`config.mk`:
```
export PLATFORM = sky130hd
export DESIGN_NAME = ssms_front
export DESIGN_NICKNAME = d
export VERILOG_FILES = /design/src/ssms_pkg.sv /design/src/ssms_front.sv
export SDC_FILE = /design/constraint.sdc
export NUM_CORES = 2
export LEC_CHECK = 0
export BUFFER_PORTS_ARGS = -buffer_cell sky130_fd_sc_hd__buf_4
export CORE_AREA = 4 4 307 309
export DETAILED_ROUTE_END_ITERATION = 10
export DIE_AREA = 0 0 311 313
export PLACE_DENSITY = 0.67
export REMOVE_ABC_BUFFERS = 1
export SLEW_MARGIN = 20
export SYNTH_ARGS = -nofsm -noshare
export SYNTH_HDL_FRONTEND = slang
export SYNTH_SLANG_ARGS = --single-unit
```
`constraint.sdc`:
```
create_clock -name clk -period 6.6 [get_ports clk]
set_input_delay 0.33 -clock clk [delete_from_list [all_inputs] [get_ports clk]]
set_output_delay 0.33 -clock clk [all_outputs]
set_load 0.1 [all_outputs]
```
`src/ssms_pkg.sv`:
```
// ----------------------------------------------------------------------------
// ssms_pkg
// Shared constants, types and helpers of the single-sided magnitude spectrum
// unit.
// ----------------------------------------------------------------------------
package ssms_pkg;

	localparam int SAMPLE_WIDTH = 24;
	localparam int MAX_FFT_LOG2 = 16;
	localparam int MIN_FFT_LOG2 = 3;
	localparam int LG_W         = 5;
	localparam int IDX_W        = 16;
	localparam int MAG_W        = 30;

	// a*a + b*b needs 2*SAMPLE_WIDTH bits, the radicand two more for the
	// doubling factor and 16 for the 8 fraction bits of the root
	localparam int SQ_W   = 2 * SAMPLE_WIDTH;
	localparam int X_W    = SQ_W + 18;
	localparam int ROOT_W = X_W / 2;
	localparam int REM_W  = ROOT_W + 1;
	localparam int HALF_W = MAX_FFT_LOG2;
	localparam int CMP_W  = (IDX_W > HALF_W) ? IDX_W : HALF_W;
	localparam int SAT_W  = (ROOT_W > MAG_W) ? ROOT_W : MAG_W;

	localparam int SHIFT_PLAIN  = 16;
	localparam int SHIFT_DOUBLE = 18;

	localparam int S_TDATA_W = ((2 * SAMPLE_WIDTH + IDX_W + 7) / 8) * 8;
	localparam int M_TDATA_W = ((MAG_W + 7) / 8) * 8;

	localparam logic [LG_W-1:0]  LG_RESET = LG_W'(10);
	localparam logic [MAG_W-1:0] MAG_MAX  = {MAG_W{1'b1}};

	// one step of the digit-by-digit square root
	typedef struct packed {
		logic              oor;
		logic [REM_W-1:0]  rem;
		logic [ROOT_W-1:0] root;
		logic [X_W-1:0]    xr;
	} cell_t;

	typedef struct packed {
		logic             oor;
		logic [MAG_W-1:0] magnitude;
	} out_t;

	function automatic logic [LG_W-1:0] clamp_lg(input logic [LG_W-1:0] lg);
		logic [LG_W-1:0] res;
		if (lg < LG_W'(MIN_FFT_LOG2))
			res = LG_W'(MIN_FFT_LOG2);
		else if (lg > LG_W'(MAX_FFT_LOG2))
			res = LG_W'(MAX_FFT_LOG2);
		else
			res = lg;
		return res;
	endfunction

	function automatic logic [SAMPLE_WIDTH-1:0] abs_sample(input logic [SAMPLE_WIDTH-1:0] v);
		logic [SAMPLE_WIDTH-1:0] res;
		// most negative value maps onto its own bit pattern, read unsigned
		if (v[SAMPLE_WIDTH-1])
			res = ~v + 1'b1;
		else
			res = v;
		return res;
	endfunction

endpackage

```
`src/ssms_front.sv`:
```
// ----------------------------------------------------------------------------
// ssms_front
// Bin classification, absolute values, squares and the radicand of the root.
// ----------------------------------------------------------------------------
module ssms_front import ssms_pkg::*; (
	input  logic                    clk,
	input  logic                    arst_n,
	input  logic                    en,
	input  logic                    in_valid,
	input  logic [SAMPLE_WIDTH-1:0] real_part,
	input  logic [SAMPLE_WIDTH-1:0] imag_part,
	input  logic [IDX_W-1:0]        bin_index,
	input  logic [LG_W-1:0]         lg,
	output logic                    valid_o,
	output cell_t                   data_o
);

	logic [HALF_W-1:0]       half;
	logic                    oor_d;
	logic                    dbl_d;

	logic                    valid_s1;
	logic [SAMPLE_WIDTH-1:0] a_s1;
	logic [SAMPLE_WIDTH-1:0] b_s1;
	logic                    oor_s1;
	logic                    dbl_s1;

	logic                    valid_s2;
	logic [SQ_W-1:0]         aa_s2;
	logic [SQ_W-1:0]         bb_s2;
	logic                    oor_s2;
	logic                    dbl_s2;

	logic [SQ_W-1:0]         sum;
	logic [X_W-1:0]          radicand;

	always_comb begin
		half  = HALF_W'(1) << (lg - LG_W'(1));
		oor_d = CMP_W'(bin_index) > CMP_W'(half);
		// dc and nyquist bins are not doubled
		dbl_d = (bin_index != '0) && (CMP_W'(bin_index) != CMP_W'(half));
	end

	always_comb begin
		sum = aa_s2 + bb_s2;
		if (dbl_s2)
			radicand = X_W'(sum) << SHIFT_DOUBLE;
		else
			radicand = X_W'(sum) << SHIFT_PLAIN;
	end

	always_ff @(posedge clk or negedge arst_n) begin
		if (!arst_n) begin
			valid_s1 <= 1'b0;
			valid_s2 <= 1'b0;
			valid_o  <= 1'b0;
		end else if (en) begin
			valid_s1 <= in_valid;
			valid_s2 <= valid_s1;
			valid_o  <= valid_s2;
		end
	end

	always_ff @(posedge clk) begin
		if (en) begin
			a_s1        <= abs_sample(real_part);
			b_s1        <= abs_sample(imag_part);
			oor_s1      <= oor_d;
			dbl_s1      <= dbl_d;
			aa_s2       <= SQ_W'(a_s1) * SQ_W'(a_s1);
			bb_s2       <= SQ_W'(b_s1) * SQ_W'(b_s1);
			oor_s2      <= oor_s1;
			dbl_s2      <= dbl_s1;
			data_o.oor  <= oor_s2;
			data_o.rem  <= '0;
			data_o.root <= '0;
			data_o.xr   <= radicand;
		end
	end

endmodule

```
==> flow_summary.toml <==
[timing]
finalClockSkew_ns = 0.01901
rsz0062_at_grt = "yes"
setup_ws_ns = -0.2929
final_max_slew_viol_count = 0
period_minus_slack_ns = 6.893
final.period_utilization_pct = 104.4
report.final.hold_viol_count = 0
setup_viol = 35
setup_tns_ns = -5.899
fmax_mhz = 145.1
timing.slew.headroom_pct = 27.32
worst_pin_slew_ns = 1.090

[detailed_routing]
drtIter0Drc = 1794
dr.pass1.iters = 6
detail-route-antenna-nets = 0
vias_per_cell = 5.081
num_vias = 32734
routedWlPerCell_um = 16.75
drc = 0
wl_mm = 108.0

[clocking]
cts_sinks = 200
htreeDepth = 4
clockBufferDepth = 2
clkTransAtPathRegs_ns = 0.09
insertion_delay_ns = 0.52
cts_root_buffer = "clkbuf_16"
cts_buffers = 17
tritoncts = "done"

[min_path]
hold_start = "real_part[0]"
min_to = "a_s1[0]$_DFFE_PP_"
min_path_type = "input port to flip-flop"
min_path_cells = 1

[setup_path]
endpoint_kind = "flip-flop"
timing.rr.end = "aa_s2[47]$_DFFE_PP_"
critPathKind = "flip-flop to flip-flop"
timing.rr.start = "a_s1[11]$_DFFE_PP_"
arrival_ns = 7.15
crit_fanout = 5
start_kind = "flip-flop"
cp.required_ns = 6.86
r2r_cells = 25
reg2reg_slack_ns = -0.29

[finish]
layout-drive-gt1-share_pct = 24.25
area_growth_pct = 22.83
final_cells = 6443
final_core_util_pct = 58.78
final_nets = 6575
antenna_cells = 0

[yosys]
yosysSeqAreaShare_pct = 13.70
syn_area_per_cell_um2 = 9.565
ys_ff_latch = 200
yosys_warnings = 0
ys_types = 81
synth_area_leader_cell = "fa_1"
postSynth.asyncResetShare_pct = 1.500
synthTopCellsByArea = "fa_1 39%, edfxtp_1 14%, ha_1 12%, inv_1 10%, and2_1 3.7%"
synth.top_cell.area_share_pct = 38.68
synthFlopType = "edfxtp_1"
synth_edf_count = 197
synthTopCellsByCount = "1,214 x inv_1, 845 x fa_1, 413 x ha_1"
synth_most_common_cell = "inv_1"
synth_area_um2 = 43730
syn_inst = 4572

[placement]
dp.cells = 6246
port_buffers = 124
place.gp.congestion = 0.9065
hpwl_mm = 87.42

[floorplan]
std_cell_rows = 111
ios = 208
die_w_um = 311
start_util_pct = 47.85
die-area_um2 = 97340
core_area_um2 = 91390
die_h_um = 313

[outcome]
violations = "setup timing"
outcome = "finished with violations"

[global_routing]
grt_overflow = 0
grt_antenna_before_repair = 2
grt_pass1_vias = 35336
grt_usage_pct = 22.62
grt_max_degree = 179
grt_pass1_wl_mm = 178.0

[run]
drv_cap = 0
==> cell families (layout without fill, tap and decap cells) <==
| kind of cell | count (synthesis) | count (layout) | share of synthesized area (%) |
|---|---|---|---|
| buffers and inverters | 1444 | 2047 | 13.11 |
| muxes | 26 | 26 | 0.6581 |
| adders and majority gates | 1258 | 1258 | 50.50 |
| AOI/OAI and AO/OA | 499 | 499 | 7.499 |
| DFF | 200 | 200 | 13.70 |
| and+or+nand+nor | 963 | 963 | 10.90 |
| xor gates and xnor gates | 181 | 181 | 3.625 |
| other | 1 | 83 | 0.008575 |
==> stage by stage <==
stage / setup WS [ns] / hold slack (ns) / cell area [µm²]
2_1_floorplan: -0.2662 / 0.03441 / 42870
3_3_place_gp: -0.6473 / 0.1209 / 49230
3_5_place_dp: -0.7061 / 0.1214 / 49230
4_1_cts: -0.1997 / 0.01124 / 52330
5_1_grt: -0.4842 / 0.02648 / 53710
6_report: -0.2929 / 0.04558 / 53710
==> registers in the layout, summed over array words and instances (netlist names), 24 cells and up <==
signal / cells
data_o: 51
aa_s2: 47
bb_s2: 47
a_s1: 24
b_s1: 24
==> final cells by class <==
cell class / instances / area (µm²)
multi-input combinational: 3010 / 34180
timing repair buffer: 799 / 6858
tap: 1186 / 1484
clock buffer: 17 / 425.4
fill: 7598 / 37670
clock inverter: 15 / 210.2
inverter: 1216 / 4571
sequential: 200 / 5991
==> worst max path at each step <==
stage / from / to / slack, ns / cells after the start
detailed placement: b_s1[0]$_DFFE_PP_ / bb_s2[46]$_DFFE_PP_ / -0.71 / 27
finish: a_s1[11]$_DFFE_PP_ / aa_s2[47]$_DFFE_PP_ / -0.29 / 25
floorplan: a_s1[2]$_DFFE_PP_ / aa_s2[47]$_DFFE_PP_ / -0.27 / 24
global route: b_s1[0]$_DFFE_PP_ / bb_s2[38]$_DFFE_PP_ / -0.48 / 26
global placement: b_s1[0]$_DFFE_PP_ / bb_s2[46]$_DFFE_PP_ / -0.65 / 27
CTS: b_s1[5]$_DFFE_PP_ / bb_s2[46]$_DFFE_PP_ / -0.20 / 25
==> placed cells by master (no fill, tap or decap), drive strengths merged, types with 50 or more instances in the layout <==
cell type     n
buf         792
edfxtp      197
nor2        103
nand2       399
xor2         50
a21oi       138
xnor2       131
inv        1224
conb         83
ha          413
a21o         84
o21ai        94
and2        256
fa          845
==> layer usage <==
metal | vias to the layer above | track usage [%] | wire [µm]
met1 | 16498 | 30.15 | 46190
met4 | 0 | 5.604 | 2642
met2 | 846 | 38.53 | 52840
met5 | - | 0 | 0
met3 | 169 | 4.112 | 6287
li1 | 15221 | - | -
==> worst max-delay path, cell delays in order (launching register included) <==
cell	delay, ns
edfxtp_1	0.56
buf_6	0.19
buf_6	0.11
and2_1	0.18
inv_1	0.07
fa_1	0.45
fa_1	0.56
fa_2	0.56
inv_1	0.05
ha_1	0.30
fa_1	0.56
fa_1	0.52
inv_1	0.05
fa_1	0.48
inv_1	0.06
ha_4	0.30
nand2_1	0.07
o21ai_2	0.24
buf_4	0.17
a21oi_1	0.08
o211a_4	0.17
o31ai_4	0.31
a31oi_2	0.15
o211ai_1	0.20
o211ai_1	0.13
xnor2_1	0.14
==> timing repair <==
item / CTS / global route
setup endpoints to repair: 40 / 50
endpoints found under the hold margin: 5 / 0
buffers inserted: 109 / 78
hold buffers: 3 / 0
pin swaps: 228 / 213
gates resized for setup: 396 / 269
gates cloned: 2 / 3
Power is left out: the tool's default activity adds up to more than one toggle a clock period on the data nets, which glitch-free logic cannot reach.
