`config.mk`:
```
export PLATFORM = sky130hd
export DESIGN_NAME = ssms_out
export DESIGN_NICKNAME = d
export VERILOG_FILES = /design/src/ssms_pkg.sv /design/src/ssms_out.sv
export SDC_FILE = /design/constraint.sdc
export NUM_CORES = 1
export LEC_CHECK = 0
export ABC_AREA = 1
export BUFFER_PORTS_ARGS = -buffer_cell sky130_fd_sc_hd__buf_2
export CAP_MARGIN = 0
export CORE_MARGIN = 8
export CORE_UTILIZATION = 53
export CTS_CLUSTER_DIAMETER = 40
export DETAILED_ROUTE_END_ITERATION = 10
export GPL_TIMING_DRIVEN = 0
export PLACE_DENSITY_LB_ADDON = 0.12
export RECOVER_POWER = 25
export SYNTH_ARGS = -nofsm -noshare
export SYNTH_HDL_FRONTEND = slang
export SYNTH_SLANG_ARGS = --single-unit
```
`constraint.sdc`:
```
create_clock -name clk -period 5.2 [get_ports clk]
set_clock_uncertainty 0.05 [all_clocks]
set_input_delay 0.26 -clock clk [delete_from_list [all_inputs] [get_ports clk]]
set_output_delay 0.26 -clock clk [all_outputs]
set_load 0.005 [all_outputs]
```
`src/ssms_pkg.sv`:
```
// ----------------------------------------------------------------------------
// ssms_pkg
// Shared constants, types and helpers of the single-sided magnitude spectrum
// unit.
// ----------------------------------------------------------------------------
package ssms_pkg;

	localparam int SAMPLE_WIDTH = 24;
	localparam int MAX_FFT_LOG2 = 16;
	localparam int MIN_FFT_LOG2 = 3;
	localparam int LG_W         = 5;
	localparam int IDX_W        = 16;
	localparam int MAG_W        = 30;

	// a*a + b*b needs 2*SAMPLE_WIDTH bits, the radicand two more for the
	// doubling factor and 16 for the 8 fraction bits of the root
	localparam int SQ_W   = 2 * SAMPLE_WIDTH;
	localparam int X_W    = SQ_W + 18;
	localparam int ROOT_W = X_W / 2;
	localparam int REM_W  = ROOT_W + 1;
	localparam int HALF_W = MAX_FFT_LOG2;
	localparam int CMP_W  = (IDX_W > HALF_W) ? IDX_W : HALF_W;
	localparam int SAT_W  = (ROOT_W > MAG_W) ? ROOT_W : MAG_W;

	localparam int SHIFT_PLAIN  = 16;
	localparam int SHIFT_DOUBLE = 18;

	localparam int S_TDATA_W = ((2 * SAMPLE_WIDTH + IDX_W + 7) / 8) * 8;
	localparam int M_TDATA_W = ((MAG_W + 7) / 8) * 8;

	localparam logic [LG_W-1:0]  LG_RESET = LG_W'(10);
	localparam logic [MAG_W-1:0] MAG_MAX  = {MAG_W{1'b1}};

	// one step of the digit-by-digit square root
	typedef struct packed {
		logic              oor;
		logic [REM_W-1:0]  rem;
		logic [ROOT_W-1:0] root;
		logic [X_W-1:0]    xr;
	} cell_t;

	typedef struct packed {
		logic             oor;
		logic [MAG_W-1:0] magnitude;
	} out_t;

	function automatic logic [LG_W-1:0] clamp_lg(input logic [LG_W-1:0] lg);
		logic [LG_W-1:0] res;
		if (lg < LG_W'(MIN_FFT_LOG2))
			res = LG_W'(MIN_FFT_LOG2);
		else if (lg > LG_W'(MAX_FFT_LOG2))
			res = LG_W'(MAX_FFT_LOG2);
		else
			res = lg;
		return res;
	endfunction

	function automatic logic [SAMPLE_WIDTH-1:0] abs_sample(input logic [SAMPLE_WIDTH-1:0] v);
		logic [SAMPLE_WIDTH-1:0] res;
		// most negative value maps onto its own bit pattern, read unsigned
		if (v[SAMPLE_WIDTH-1])
			res = ~v + 1'b1;
		else
			res = v;
		return res;
	endfunction

endpackage

```
`src/ssms_out.sv`:
```
// ----------------------------------------------------------------------------
// ssms_out
// Scaling by the FFT length, saturation and a two-word output queue that
// decouples the chain from the downstream stall.
// ----------------------------------------------------------------------------
module ssms_out import ssms_pkg::*; (
	input  logic             clk,
	input  logic             arst_n,
	input  logic             valid_i,
	input  cell_t            data_i,
	input  logic [LG_W-1:0]  lg,
	output logic             en,
	output logic             m_tvalid,
	input  logic             m_tready,
	output logic [MAG_W-1:0] magnitude,
	output logic             oor
);

	logic [ROOT_W-1:0] shifted;
	out_t              word;
	out_t              mem_q [2];
	logic              wr_ptr_q;
	logic              rd_ptr_q;
	logic [1:0]        count_q;
	logic              push;
	logic              pop;

	always_comb begin
		shifted = data_i.root >> lg;
		word.oor = data_i.oor;
		if (data_i.oor)
			word.magnitude = '0;
		else if (SAT_W'(shifted) > SAT_W'(MAG_MAX))
			word.magnitude = MAG_MAX;
		else
			word.magnitude = MAG_W'(shifted);
	end

	assign en       = (count_q != 2'd2);
	assign m_tvalid = (count_q != 2'd0);
	assign push     = valid_i && en;
	assign pop      = m_tvalid && m_tready;

	assign magnitude = mem_q[rd_ptr_q].magnitude;
	assign oor       = mem_q[rd_ptr_q].oor;

	always_ff @(posedge clk or negedge arst_n) begin
		if (!arst_n) begin
			wr_ptr_q <= 1'b0;
			rd_ptr_q <= 1'b0;
			count_q  <= 2'd0;
		end else begin
			if (push)
				wr_ptr_q <= ~wr_ptr_q;
			if (pop)
				rd_ptr_q <= ~rd_ptr_q;
			case ({push, pop})
				2'b10:   count_q <= count_q + 2'd1;
				2'b01:   count_q <= count_q - 2'd1;
				default: count_q <= count_q;
			endcase
		end
	end

	always_ff @(posedge clk) begin
		if (push)
			mem_q[wr_ptr_q] <= word;
	end

endmodule

```
==> flow_summary.html <==
<table>
<tr><th>Metric</th><th>Value</th></tr>
<tr><th colspan="2">Run status</th></tr>
<tr><td>Outcome</td><td>finished, final reports clean</td></tr>
<tr><th colspan="2">Worst setup path</th></tr>
<tr><td>Startpoint type of the worst setup path</td><td>primary input</td></tr>
<tr><td>Cell at the slowest stage of the critical path</td><td>clkbuf_1</td></tr>
<tr><td>Cell chain of the critical path</td><td>clkbuf_1 &gt; inv_1 &gt; nand4_1 &gt; nand3_1 &gt; nand2_1 &gt; clkbuf_1 &gt; nand3_1 &gt; nand2_1 &gt; inv_1</td></tr>
<tr><td>Number of cell instances on the worst register-to-register path</td><td>4</td></tr>
<tr><td>Classification of the worst setup path</td><td>in2reg</td></tr>
<tr><td>Arrival time worst endpoint</td><td>2.09 ns</td></tr>
<tr><td>Worst EP required</td><td>5.23 ns</td></tr>
<tr><td>Number of cells on the critical path</td><td>9</td></tr>
<tr><td>Delay of the slowest cell on the worst path</td><td>0.38 ns</td></tr>
<tr><td>Highest fanout seen on the critical path</td><td>10</td></tr>
<tr><td>Critical Path Sink Type</td><td>register</td></tr>
<tr><td>Crit-path leading delay family</td><td>buffers and inverters</td></tr>
<tr><td>Number of buffer and inverter stages on the critical path</td><td>4</td></tr>
<tr><th colspan="2">Cells and area</th></tr>
<tr><td>Area taken by flip-flops and latches</td><td>1960 um2</td></tr>
<tr><td>Filler cells</td><td>757</td></tr>
<tr><td>Total area of multi-input combinational cells</td><td>roughly 2100 um2</td></tr>
<tr><td>Total number of nets in the final design</td><td>824</td></tr>
<tr><td>Ant diodes</td><td>0</td></tr>
<tr><td>Core utilization of the finished layout</td><td>between 60% and 70%</td></tr>
<tr><td>Layout overhead on the synthesized area</td><td>14.2%</td></tr>
<tr><td>Fraction of final layout cells with drive strength greater than 1</td><td>16.4%</td></tr>
<tr><th colspan="2">Floorplan</th></tr>
<tr><td>Horizontal extent of the die</td><td>around 110 um</td></tr>
<tr><td>Total I/O pin count</td><td>176</td></tr>
<tr><td>Core ar.</td><td>8130 um2</td></tr>
<tr><td>Die outline area</td><td>11,500 um2</td></tr>
<tr><td>Die height</td><td>107 um</td></tr>
<tr><td>Initial core utilization</td><td>54.4%</td></tr>
<tr><td>Rows</td><td>33</td></tr>
<tr><th colspan="2">Placement</th></tr>
<tr><td>Placed wire-length estimate after detailed placement</td><td>10,400 um</td></tr>
<tr><td>RD Place Congestion</td><td>0.927</td></tr>
<tr><td>Port buffer count</td><td>70</td></tr>
<tr><th colspan="2">Clock tree</th></tr>
<tr><td>TritonCTS clock tree</td><td>yes</td></tr>
<tr><td>Cell at the root of the clock tree</td><td>clkbuf_8</td></tr>
<tr><td>H-Tree Depth</td><td>3</td></tr>
<tr><td>Clock tree buffer depth</td><td>2</td></tr>
<tr><td>Number of sinks on the clock net</td><td>66</td></tr>
<tr><td>Number of CTS-inserted buffers</td><td>9</td></tr>
<tr><td>Clock latency on the worst-skew pair</td><td>0.32 ns</td></tr>
<tr><td>CTS resizes</td><td>0</td></tr>
<tr><td>Clock-pin slew on the worst setup and hold paths</td><td>~0.07 ns</td></tr>
<tr><th colspan="2">Global route</th></tr>
<tr><td>Met1 Track Usage GR</td><td>27.0%</td></tr>
<tr><td>Total Routing Usage GR</td><td>between 20% and 30%</td></tr>
<tr><td>Met3 usage</td><td>2.99%</td></tr>
<tr><td>Wire length of the first global-routing pass</td><td>between 20,000 and 25,000 um</td></tr>
<tr><td>Antenna violations before repair</td><td>0</td></tr>
<tr><td>Met2 track demand over resource in global routing</td><td>39.3%</td></tr>
<tr><td>Pin count of the biggest net entering global routing</td><td>33</td></tr>
<tr><td>Via count of the first global-routing pass</td><td>4,257</td></tr>
<tr><td>Total grt overflow</td><td>0</td></tr>
<tr><td>Busiest layer in global routing</td><td>met2</td></tr>
<tr><th colspan="2">Logic synthesis</th></tr>
<tr><td>Primary flip-flop cell chosen by synthesis mapping</td><td>edfxtp_1</td></tr>
<tr><td>Yosys warns</td><td>0</td></tr>
<tr><td>Synthesized netlist net count</td><td>around 740</td></tr>
<tr><td>Fraction of registers with async set/reset</td><td>6.06%</td></tr>
<tr><td>Sequential fraction of the synthesis area</td><td>between 40% and 50%</td></tr>
<tr><td>Number of synthesized flops with an enable pin</td><td>62</td></tr>
<tr><td>Netlist cell types</td><td>26</td></tr>
<tr><td>Register bit count reported by yosys</td><td>66</td></tr>
<tr><td>Average cell area after synthesis</td><td>between 7 and 8 um2</td></tr>
<tr><td>Post-synthesis cell count</td><td>roughly 600</td></tr>
<tr><td>Netlist area before placement</td><td>4420 um2</td></tr>
<tr><th colspan="2">Routing</th></tr>
<tr><td>Count of antenna-violating nets left after detailed routing</td><td>0</td></tr>
<tr><td>Via total after detailed routing</td><td>4,420</td></tr>
<tr><td>Total Routed Length</td><td>roughly 13,000 um</td></tr>
<tr><td>Number of optimization iterations in the first detailed-route pass</td><td>5</td></tr>
<tr><td>Initial drt markers</td><td>242</td></tr>
<tr><td>Detailed-route DRC error count</td><td>0</td></tr>
<tr><td>Average wire per standard cell</td><td>16.4 um</td></tr>
<tr><td>Via-per-instance ratio</td><td>5.60</td></tr>
<tr><th colspan="2">Pwr</th></tr>
<tr><td>Leak pwr</td><td>0.00239 uW</td></tr>
<tr><td>Total power after layout</td><td>1840 uW</td></tr>
<tr><td>Maximum vdd ir drop</td><td>~0.13 mV</td></tr>
<tr><td>Ratio of total power to cell area</td><td>365 nW/um2</td></tr>
<tr><th colspan="2">Worst hold path</th></tr>
<tr><td>Worst hold path type</td><td>in2reg</td></tr>
<tr><td>Number of cells traversed by the worst hold path</td><td>3</td></tr>
<tr><th colspan="2">Timing</th></tr>
<tr><td>RSZ-0062 raised after global routing</td><td>false</td></tr>
<tr><td>Highest clock rate</td><td>486 MHz</td></tr>
<tr><td>Crit share post-route</td><td>39.6%</td></tr>
<tr><td>Actual slew at the worst max-slew pin</td><td>0.890 ns</td></tr>
<tr><td>Number of slew-limit violations in the final report</td><td>0</td></tr>
<tr><td>Final number of setup-violating endpoints</td><td>0</td></tr>
<tr><td>Final-layout setup total negative slack</td><td>0 ns</td></tr>
<tr><td>Time the worst path needs with I/O delays and setup</td><td>around 2 ns</td></tr>
<tr><td>Final count of hold timing violations</td><td>0</td></tr>
<tr><td>Worst relative slew slack</td><td>about two fifths</td></tr>
<tr><th colspan="2">Run</th></tr>
<tr><td>Max Cap Viol</td><td>0</td></tr>
</table>
[cell usage after synthesis, types with 2 or more instances]
library cell  instances  share of area, %
nand3_1             216                24
nand2_1             202                17
edfxtp_1             62                42
inv_1                24               2.0
a21oi_1              16               1.8
buf_2                13               1.5
clkbuf_1             12               1.0
buf_4                 7               1.2
buf_6                 7               1.8
nand4_1               7              0.99
buf_1                 5              0.42
dfrtp_1               4               2.3
nor2_1                4              0.34
nand2_2               3              0.42
o21ai_0               3              0.34
inv_2                 2              0.17
xor2_1                2              0.40
[cell type report]
class	instances	area share, %
buffer	44	4.68
clock buffer	10	2.53
clock inverter	5	0.446
inverter	28	2.23
multi-input combinational	460	41.6
sequential	66	38.9
tap	105	2.60
timing repair buffer	71	7.06
[per-stage QoR]
| step | area (um2) | hold WS (ns) | instances | worst slack, ns |
|---|---|---|---|---|
| after global placement | 4900 | 0.0179 | 773 | 2.13 |
| after floorplan | 4420 | -0.0856 | 598 | 2.76 |
| final | 5050 | 0.155 | 789 | 3.14 |
| after CTS | 5080 | 0.141 | 789 | 3.20 |
| after detailed placement | 4920 | 0.0223 | 773 | 3.30 |
| after global routing | 5050 | 0.166 | 789 | 2.95 |
[report_power, final]
part,internal (uW),leakage [uW],switching (uW)
sequential,741,0.000637,44.4
clock,164,0.0000808,164
combinational,253,0.00168,476
total,1160,0.00239,684
[timing repair]
item	4_1_cts	5_1_grt
hold buffers	1	0
buffers inserted	0	0
hold endpoints to repair	4	0
[kinds of logic after synthesis]
family,after synthesis,synth area share (%)
buf+inv,72,8.43
xor+xnor,3,0.594
simple gates,436,44.1
flops,66,44.4
fa+ha+maj,1,0.283
compound gates,20,2.26
[state kept, by name, indices dropped and copies added, names as in the netlist]
register and flops:
rd_ptr_q 1, mem_q 62, count_q 2, wr_ptr_q 1
[cell usage in the layout (no fill, tap or decap), types with 2 or more instances in the layout]
| cell | count |
|---|---|
| nand3_1 | 216 |
| nand2_1 | 203 |
| buf_2 | 79 |
| edfxtp_1 | 62 |
| inv_1 | 25 |
| clkbuf_1 | 20 |
| a21oi_1 | 16 |
| clkbuf_8 | 9 |
| buf_4 | 7 |
| nand4_1 | 7 |
| buf_1 | 5 |
| buf_6 | 4 |
| dfrtp_1 | 4 |
| nor2_4 | 3 |
| o21ai_0 | 3 |
| clkinv_2 | 3 |
| nand2_2 | 2 |
| nor2_1 | 2 |
| xor2_1 | 2 |
| clkinv_1 | 2 |
[metal layers]
layer,wire [um],share of wire [%],up-vias
li1,-,-,2221
met1,5470,42,1993
met2,6200,48,176
met3,742,5.8,30
met4,493,3.8,0
met5,0,0,-
[worst register-to-register path: stages, from the launching register on]
cell and delay (ns):
dfrtp_1 0.41, inv_1 0.08, nand2_1 0.10, nand2_1 0.17
nor2_4 0.72
[path summary, 6_finish.rpt]
check,startpoint,endpoint,slack (ns)
worst max-delay path,lg[2],mem_q[0][9]$_DFFE_PP_,3.14
worst min-delay path,valid_i,wr_ptr_q$_DFFE_PN0P_,0.15
worst max register to register,count_q[0]$_DFFE_PN0P_,mem_q[1][17]$_DFFE_PP_,3.29
worst min register to register,count_q[0]$_DFFE_PN0P_,count_q[0]$_DFFE_PN0P_,0.49
max in group asynchronous,arst_n,count_q[1]$_DFFE_PN0P_,4.65
min in group asynchronous,arst_n,rd_ptr_q$_DFFE_PN0P_,0.26
No activity file was read; power rests on OpenSTA's default activity.
